`config.mk`:
```
export PLATFORM = sky130hd
export DESIGN_NAME = mesh_packet_dedup_relay_filter_unit
export DESIGN_NICKNAME = d
export VERILOG_FILES = /design/src/hdl/mpdr_pkg.sv /design/src/hdl/mesh_packet_dedup_relay_filter_unit.sv /design/src/hdl/mpdr_cell.sv /design/src/hdl/mpdr_ring.sv
export VERILOG_INCLUDE_DIRS = /design/src /design/src/hdl
export SDC_FILE = /design/constraint.sdc
export NUM_CORES = 1
export LEC_CHECK = 0
export ABC_AREA = 0
export BUFFER_PORTS_ARGS = -buffer_cell sky130_fd_sc_hd__buf_4
export CAP_MARGIN = 20
export CORE_MARGIN = 2
export CORE_UTILIZATION = 50
export DETAILED_ROUTE_END_ITERATION = 8
export GPL_TIMING_DRIVEN = 0
export PLACE_DENSITY = 0.66
export SLEW_MARGIN = 30
export SYNTH_ARGS = -nofsm -noshare
export SYNTH_HDL_FRONTEND = slang
export SYNTH_SLANG_ARGS = --single-unit
export TNS_END_PERCENT = 10
```
`constraint.sdc`:
```
create_clock -name clk -period 22.8 [get_ports clk]
set_clock_uncertainty 0.05 [all_clocks]
set_input_delay 2.28 -clock clk [delete_from_list [all_inputs] [get_ports clk]]
set_output_delay 2.28 -clock clk [all_outputs]
set_load 0.005 [all_outputs]
```
`src/hdl/assert_macros.svh`:
```
// Concurrent assertion helpers clocked on clk, disabled while arst_n is low.
`ifndef ASSERT_MACROS_SVH
`define ASSERT_MACROS_SVH

// Check a property on every rising edge of clk.
`define ASSERT_CLK(label, prop, msg) \
	label: assert property (@(posedge clk) disable iff (!arst_n) (prop)) else $error(msg);

// Check that a trigger is followed in the next cycle by a consequence.
`define ASSERT_NEXT(label, trig, cons, msg) \
	label: assert property (@(posedge clk) disable iff (!arst_n) (trig) |=> (cons)) \
		else $error(msg);

`endif

```
`src/hdl/mpdr_pkg.sv`:
```
package mpdr_pkg;

	// Ring geometry
	localparam int RING_DEPTH_DEF = 32;
	localparam int GROUP_SIZE     = 16;
	localparam int ID_W           = 24;

	// Header constants
	localparam logic [7:0] MAGIC_HI     = 8'hAB;
	localparam logic [7:0] MAGIC_LO     = 8'hCD;
	localparam logic [7:0] BROADCAST_ID = 8'hFF;
	localparam logic [7:0] MIN_LENGTH   = 8'd9;
	localparam logic [7:0] HEADER_BYTES = 8'd8;
	localparam logic [7:0] MAX_PAYLOAD  = 8'd220;
	localparam logic [7:0] MAX_LENGTH   = HEADER_BYTES + MAX_PAYLOAD;

	// Opcodes
	localparam logic OP_CHECK = 1'b0;
	localparam logic OP_MARK  = 1'b1;

	// Payload kinds
	localparam logic [1:0] KIND_MESSAGE = 2'd0;
	localparam logic [1:0] KIND_BEACON  = 2'd1;
	localparam logic [1:0] KIND_ACK     = 2'd2;

	// Verdict codes
	localparam logic [2:0] VERDICT_ACCEPT    = 3'd0;
	localparam logic [2:0] VERDICT_SHORT     = 3'd1;
	localparam logic [2:0] VERDICT_MAGIC     = 3'd2;
	localparam logic [2:0] VERDICT_DUPLICATE = 3'd3;
	localparam logic [2:0] VERDICT_PAYLOAD   = 3'd4;

	typedef struct packed {
		logic        opcode;
		logic [7:0]  packet_length;
		logic [15:0] magic_word;
		logic [15:0] sequence_req;
		logic [7:0]  source_id;
		logic [7:0]  dest_id;
		logic [7:0]  ttl_in;
		logic [7:0]  hops_in;
		logic [1:0]  kind;
		logic        payload_ok;
		logic        text_empty;
		logic        group_match;
	} in_word_t;

	typedef struct packed {
		logic [2:0] verdict;
		logic       deliver;
		logic       queue_ack;
		logic       ack_for_me;
		logic       relay;
		logic [7:0] relay_ttl;
		logic [7:0] relay_hops;
	} out_word_t;

	// Ring control from the sequencer
	typedef struct packed {
		logic            shift_en;
		logic [ID_W-1:0] shift_id;
		logic [ID_W-1:0] key;
	} ring_ctrl_t;

	typedef enum logic [1:0] {
		ST_IDLE,
		ST_CMP,
		ST_GRP,
		ST_DONE
	} state_t;

endpackage

```
`src/hdl/mesh_packet_dedup_relay_filter_unit.sv`:
```
// A result passes the registered compare in every ring cell, the registered group
// reduction and the decision step before it is offered; the block takes no new word
// until the last has left the decision step, which result_stall can hold.
// Reset: arst_n clears all ring valid bits, the node address and the handshake state
// at once; the block accepts words as soon as reset is released.
`include "assert_macros.svh"

module mesh_packet_dedup_relay_filter_unit #(
	parameter int RING_DEPTH = mpdr_pkg::RING_DEPTH_DEF
) (
	input  logic                clk,
	input  logic                arst_n,
	input  logic                cfg_we,
	input  logic [7:0]          cfg_wdata,
	input  logic                item_valid,
	output logic                item_stall,
	input  mpdr_pkg::in_word_t  item_data,
	output logic                result_valid,
	input  logic                result_stall,
	output mpdr_pkg::out_word_t result_data
);
	import mpdr_pkg::*;

	state_t     state_q, state_nxt;
	in_word_t   item_q;
	out_word_t  res_q, res_nxt;
	logic       res_valid_q;
	logic [7:0] node_id_q;
	ring_ctrl_t ring_ctrl;
	logic       hit;
	logic       accept;
	logic       leave;
	logic       header_ok;
	logic       eligible;
	logic       addressed;
	logic       ttl_live;

	assign accept = item_valid && !item_stall;
	assign leave  = (state_q == ST_DONE) && (!res_valid_q || !result_stall);

	// Hold node address
	always_ff @(posedge clk or negedge arst_n) begin
		if (!arst_n) begin
			node_id_q <= '0;
		end else if (cfg_we) begin
			node_id_q <= cfg_wdata;
		end
	end

	// Capture accepted word
	always_ff @(posedge clk) begin
		if (accept) begin
			item_q <= item_data;
		end
	end

	// Next state
	always_comb begin
		state_nxt = state_q;
		case (state_q)
			ST_IDLE: if (accept) state_nxt = ST_CMP;
			ST_CMP:  state_nxt = ST_GRP;
			ST_GRP:  state_nxt = ST_DONE;
			ST_DONE: if (leave) state_nxt = ST_IDLE;
			default: state_nxt = ST_IDLE;
		endcase
	end

	always_ff @(posedge clk or negedge arst_n) begin
		if (!arst_n) begin
			state_q <= ST_IDLE;
		end else begin
			state_q <= state_nxt;
		end
	end

	// Header checks, address match and TTL test
	assign header_ok = (item_q.packet_length >= MIN_LENGTH) &&
		(item_q.magic_word == {MAGIC_HI, MAGIC_LO});
	assign eligible  = (item_q.opcode == OP_MARK) || header_ok;
	assign addressed = (item_q.dest_id == BROADCAST_ID) || (item_q.dest_id == node_id_q);
	assign ttl_live  = item_q.ttl_in > 8'd1;

	// Control outputs
	always_comb begin
		item_stall       = (state_q != ST_IDLE);
		ring_ctrl.key    = (item_q.opcode == OP_MARK) ? {node_id_q, item_q.sequence_req}
			: {item_q.source_id, item_q.sequence_req};
		ring_ctrl.shift_id = ring_ctrl.key;
		ring_ctrl.shift_en = leave && eligible && !hit;
	end

	mpdr_ring #(
		.RING_DEPTH (RING_DEPTH)
	) u_ring (
		.clk    (clk),
		.arst_n (arst_n),
		.ctrl   (ring_ctrl),
		.hit    (hit)
	);

	// Decide verdict and relay fields
	always_comb begin
		res_nxt = '0;
		if (item_q.opcode == OP_MARK) begin
			res_nxt.verdict = hit ? VERDICT_DUPLICATE : VERDICT_ACCEPT;
		end else if (item_q.packet_length < MIN_LENGTH) begin
			res_nxt.verdict = VERDICT_SHORT;
		end else if (item_q.magic_word != {MAGIC_HI, MAGIC_LO}) begin
			res_nxt.verdict = VERDICT_MAGIC;
		end else if (hit) begin
			res_nxt.verdict = VERDICT_DUPLICATE;
		end else if ((item_q.packet_length > MAX_LENGTH) || !item_q.payload_ok) begin
			res_nxt.verdict = VERDICT_PAYLOAD;
		end else if (item_q.kind == KIND_BEACON) begin
			res_nxt.relay = ttl_live;
		end else if (item_q.kind == KIND_ACK) begin
			res_nxt.ack_for_me = addressed;
			res_nxt.relay      = ttl_live;
		end else if (item_q.text_empty) begin
			res_nxt.verdict = VERDICT_PAYLOAD;
		end else begin
			res_nxt.deliver   = item_q.group_match && addressed;
			res_nxt.queue_ack = item_q.group_match && addressed;
			res_nxt.relay     = ttl_live && (item_q.dest_id != node_id_q);
		end
		if (res_nxt.relay) begin
			res_nxt.relay_ttl  = item_q.ttl_in - 8'd1;
			res_nxt.relay_hops = item_q.hops_in + 8'd1;
		end
	end

	// Hold result word until taken
	always_ff @(posedge clk or negedge arst_n) begin
		if (!arst_n) begin
			res_valid_q <= 1'b0;
		end else if (leave) begin
			res_valid_q <= 1'b1;
		end else if (!result_stall) begin
			res_valid_q <= 1'b0;
		end
	end

	always_ff @(posedge clk) begin
		if (leave) begin
			res_q <= res_nxt;
		end
	end

	assign result_valid = res_valid_q;
	assign result_data  = res_q;

	`ASSERT_NEXT(a_accept_starts_cmp, accept, state_q == ST_CMP, "accept did not start compare")
	`ASSERT_CLK(a_reject_clear, !result_valid || (result_data.verdict == VERDICT_ACCEPT) || (!result_data.deliver && !result_data.queue_ack && !result_data.ack_for_me && !result_data.relay), "rejected word carries flags")
	`ASSERT_CLK(a_relay_fields, !result_valid || result_data.relay || ((result_data.relay_ttl == 8'd0) && (result_data.relay_hops == 8'd0)), "relay fields set without relay")
	`ASSERT_CLK(a_insert_in_done, !ring_ctrl.shift_en || (state_q == ST_DONE), "ring insert outside decision step")

endmodule

```
`src/hdl/mpdr_cell.sv`:
```
module mpdr_cell (
	input  logic                    clk,
	input  logic                    arst_n,
	input  logic                    shift_en,
	input  logic [mpdr_pkg::ID_W-1:0] id_in,
	input  logic                    valid_in,
	input  logic [mpdr_pkg::ID_W-1:0] key,
	output logic [mpdr_pkg::ID_W-1:0] id_out,
	output logic                    valid_out,
	output logic                    match
);
	import mpdr_pkg::*;

	logic [ID_W-1:0] id_q;
	logic            valid_q;
	logic            match_s1;

	// Advance valid bit along the chain on insert, and register the key compare
	always_ff @(posedge clk or negedge arst_n) begin
		if (!arst_n) begin
			valid_q  <= 1'b0;
			match_s1 <= 1'b0;
		end else begin
			if (shift_en) begin
				valid_q <= valid_in;
			end
			match_s1 <= valid_q && (id_q == key);
		end
	end

	// Advance stored id along the chain on insert
	always_ff @(posedge clk) begin
		if (shift_en) begin
			id_q <= id_in;
		end
	end

	assign id_out    = id_q;
	assign valid_out = valid_q;
	assign match     = match_s1;

endmodule

```
`src/hdl/mpdr_ring.sv`:
```
module mpdr_ring #(
	parameter int RING_DEPTH = mpdr_pkg::RING_DEPTH_DEF
) (
	input  logic                 clk,
	input  logic                 arst_n,
	input  mpdr_pkg::ring_ctrl_t ctrl,
	output logic                 hit
);
	import mpdr_pkg::*;

	localparam int NGROUPS = (RING_DEPTH + GROUP_SIZE - 1) / GROUP_SIZE;
	localparam int PAD_W   = NGROUPS * GROUP_SIZE;

	logic [ID_W-1:0]       id_chain [RING_DEPTH+1];
	logic [RING_DEPTH:0]   valid_chain;
	logic [RING_DEPTH-1:0] match_vec;
	logic [PAD_W-1:0]      match_pad;
	logic [NGROUPS-1:0]    grp_s2;

	// Newest id enters the head cell; the tail cell's entry falls off
	assign id_chain[0]    = ctrl.shift_id;
	assign valid_chain[0] = 1'b1;

	for (genvar c = 0; c < RING_DEPTH; c++) begin : g_cell
		mpdr_cell u_cell (
			.clk       (clk),
			.arst_n    (arst_n),
			.shift_en  (ctrl.shift_en),
			.id_in     (id_chain[c]),
			.valid_in  (valid_chain[c]),
			.key       (ctrl.key),
			.id_out    (id_chain[c+1]),
			.valid_out (valid_chain[c+1]),
			.match     (match_vec[c])
		);
	end

	assign match_pad = PAD_W'(match_vec);

	// Reduce cell matches by group into registers
	always_ff @(posedge clk or negedge arst_n) begin
		if (!arst_n) begin
			grp_s2 <= '0;
		end else begin
			for (int g = 0; g < NGROUPS; g++) begin
				grp_s2[g] <= |match_pad[g*GROUP_SIZE +: GROUP_SIZE];
			end
		end
	end

	assign hit = |grp_s2;

endmodule

```
==> metrics.md <==
| Metric | Value |
|---|---|
| Pins Over Slew Limit | `0` |
| Fin area | `0.0442 mm2` |
| Num ports | `approximately 120` |
| Largest stage delay on the critical path | `around 0.65 ns` |
| CP Data Required Time | `between 20 and 25 ns` |
| Number of synthesized flops with an enable pin | `868` |
| Post-synth top area share | `roughly two thirds` |
| Clk pwr share | `32.6%` |
| Ys async rst share | `under 10%` |
| Total design power | `slightly below 5000 uW` |
| Layout Utilization | `between 50% and 60%` |
| Clock sink count | `about 950` |
| Net Sw Frac | `slightly below 30%` |
| Max Root-Sink Buffers | `3` |
| Worst skew pair latency | `0.67 ns` |
| Pwr per Cell Area | `~110 mW/mm2` |
| Share of cells above drive strength 1 | `around 16%` |
| Post-synthesis sequential area ratio | `a little over 70%` |
| GRT overflow | `0` |
| Dpl cells | `approximately 3400` |
| Vias in the first global route | `between 20000 and 25000` |
| First-pass GRT wire length | `about 140000 um` |
| Mapped Cells | `2277` |
| Buffers on Ports | `114` |
| Post-cts resize count | `0` |
| Routed WL per cell | `approximately 27 um` |
| Net Sw Power | `roughly 1400 uW` |
| CP dominant cell by count | `buf_16` |
| Hold buffers post-CTS | `0` |
| Core area | `0.0762 mm2` |
| Finished Layout Cells | `between 3000 and 4000` |
| GRT Util Overall | `between 20% and 30%` |
| Clock-pin transition on the worst setup and hold timing paths | `~0.060 ns` |
| Final Critical Period | `4.91 ns` |
| # Max-Cap Violations | `0` |
| Synth Cell Area | `around 0.039 mm2` |
| Crit path DAT | `around 5.4 ns` |
| Crit Path Class | `in -> reg` |
| Fin crit share | `between 20% and 30%` |
| Fmax | `just over 0.2 GHz` |
| Die height | `282 um` |
| CP startpoint kind | `input pin` |
| P&R area growth vs syn | `14.6%` |
| Aggregate negative setup slack | `0 ns` |
| CTS tree | `yes` |
| Routability congestion estimate | `a little over 0.9` |
| Area contributors post-synth | `edfxtp_1 (68%), xor2_1 (17%), dfrtp_1 (5.0%), nor4_1 (2.4%), nand4_1 (1.1%)` |
| Logic pwr share | `17.0%` |
| Ys flop type | `edfxtp_1` |
| Drt drc | `0` |
| HP Class | `reg -> reg` |
| Mapped Avg Cell Area | `~17 um2` |
| Cell-internal power | `approximately 3500 uW` |
| Die Width | `around 280 um` |
| Final ANT Viol Nets | `0` |
| Worst VDD drop | `roughly 0.00007 V` |
| Clk root buf | `clkbuf_16` |
| Row cnt | `around 100` |
| Yosys reg bits | `about 950` |
| Share of total power in sequential cells | `between 50% and 60%` |
| RSZ-0062 raised after global routing | `false` |
| Post-DR vias/cell | `roughly 5.7` |
| Post-Synthesis Net Count | `2375` |
| Drt pass-1 iters | `6` |
| Library cells used by synthesis | `45` |
| Largest net degree at the start of global routing | `approximately 130` |
| Worst slew pin tran | `about 0.90 ns` |
| Routed WL | `between 90000 and 100000 um` |
| Synth area leader | `edfxtp_1` |
| Starting Density | `50.6%` |
| Fill cells | `approximately 5800` |
| Slowest stage cell, crit path | `nor3b_2` |
| Post-CTS Setup Bufs | `0` |
| Placed cell area | `0.0410 mm2` |
| Antenna violations before repair | `2` |
| Cell Chain, Critical Path | `buf_4, a21boi_4, buf_8, nand2_1, nor3b_2, buf_16, buf_16, buf_16, mux2_2` |
| Detail Placement HPWL | `between 60000 and 70000 um` |
| Critical-path maximum fanout | `128` |
| Status | `finished clean` |
| Final nets | `about 2600` |
| Final setup viols | `0` |
| DR vias | `just over 20000` |
| Inserted Clock Buffers | `96` |
| CTS H-tree depth | `3` |
| Final hold violation count | `0` |
| Lkg Pwr | `between 0.015 and 0.02 uW` |
| Die area | `between 0.07 and 0.08 mm2` |
| Critical Path End Type | `flip-flop` |
| Syn. warnings | `0` |
| DRT iter0 DRCs | `~2400` |
| Antenna diodes | `0` |
| Slew margin rel. | `40.0%` |
-- cells by family after synthesis --
| kind of cell | count (synthesis) | synth area share (%) |
|---|---|---|
| simple gates | 360 | 5.75 |
| buf+inv | 115 | 1.76 |
| flops | 945 | 72.5 |
| xor+xnor | 789 | 17.9 |
| mux | 48 | 1.61 |
| fa+ha+maj | 7 | 0.227 |
| compound gates | 13 | 0.224 |
-- power groups by stage --
stage                     registers (uW)  logic [uW]  clock network (uW)
final                               2500         844                1620
after global routing                2520         906                1700
after CTS                           2500         844                1640
after detailed placement            2530         838                   0
after global placement              2620         793                   0
after floorplan                     2520         546                   0
-- flip-flops by register name, summed over array words and instances (netlist names) --
register	flops
u_ring.g_cell.u_cell.match	32
result_data	22
u_ring.g_cell.u_cell.valid_out	32
u_ring.grp_s2	2
item_q	78
node_id_q	8
u_ring.g_cell.u_cell.id_out	768
result_valid	1
state_q	2
-- cell usage after synthesis, types with 2 or more instances --
| master | count |
|---|---|
| mux2_2 | 36 |
| and3_1 | 2 |
| a21oi_1 | 3 |
| nand2_1 | 4 |
| nand3b_1 | 2 |
| xor2_1 | 750 |
| xnor2_1 | 39 |
| nor4_2 | 13 |
| clkbuf_1 | 20 |
| and4b_1 | 2 |
| buf_4 | 7 |
| buf_1 | 2 |
| buf_2 | 50 |
| nand3_1 | 69 |
| mux2_1 | 4 |
| ha_1 | 7 |
| buf_6 | 21 |
| nor2_1 | 6 |
| nand4_1 | 70 |
| nor3_1 | 35 |
| dfrtp_1 | 77 |
| inv_1 | 15 |
| edfxtp_1 | 868 |
| o21ai_0 | 3 |
| mux2i_4 | 7 |
| nor4_1 | 146 |
-- cell type report --
class	instances	area, um2	area share, %
Sequential cell	945	28000	63.3
Multi-Input combinational cell	1217	9940	22.5
Clock buffer	115	2520	5.70
Tap cell	1030	1290	2.91
Timing Repair Buffer	123	1090	2.47
Clock inverter	65	707	1.60
Buffer	100	644	1.46
Inverter	15	56.3	0.127
-- metal layers --
metal	vias up	track usage, %	share of wire [%]
met1	10700	34.1	41
met4	0	7.13	2.6
met3	139	5.33	8.0
met2	829	40.4	48
li1	8852	-	-
met5	-	0	0
-- metrics by stage --
step	setup WS, ns	hold slack [ns]
floorplan	12.21	0.373
global placement	9.08	0.386
detailed placement	17.19	0.383
CTS	17.89	0.395
global route	17.73	0.413
finish	17.89	0.398
-- critical path: cells and delay by family --
kind / cells / cell delay (ns)
AO/OA/AOI/OAI: 1 / 0.21
buffers and inverters: 5 / 1.61
multiplexers: 1 / 0.41
AND/OR/NAND/NOR: 2 / 0.74
-- final timing paths --
path	cells past startpoint	from	slack, ns	end
max	9	result_stall	17.89	u_ring.g_cell[30].u_cell.valid_out
min	0	item_q[39]	0.40	u_ring.g_cell[0].u_cell.id_out[2]
max reg2reg	9	state_q[1]	19.02	u_ring.g_cell[30].u_cell.valid_out
min reg2reg	0	item_q[39]	0.40	u_ring.g_cell[0].u_cell.id_out[2]
max in group asynchronous	1	arst_n	20.43	state_q[1]
min in group asynchronous	1	arst_n	1.67	u_ring.g_cell[13].u_cell.valid_out
-- placed cells by master, fill, tap and decap left out, drive strengths merged, types with 6 or more instances in the layout --
cell,instances
edfxtp,868
xor2,750
buf,202
nor4,159
clkbuf,136
dfrtp,77
nand4,70
nand3,69
clkinv,43
mux2,40
xnor2,39
nor3,35
inv,19
bufinv,13
mux2i,8
ha,7
nor2,6
No activity file was read; power rests on OpenSTA's default activity.
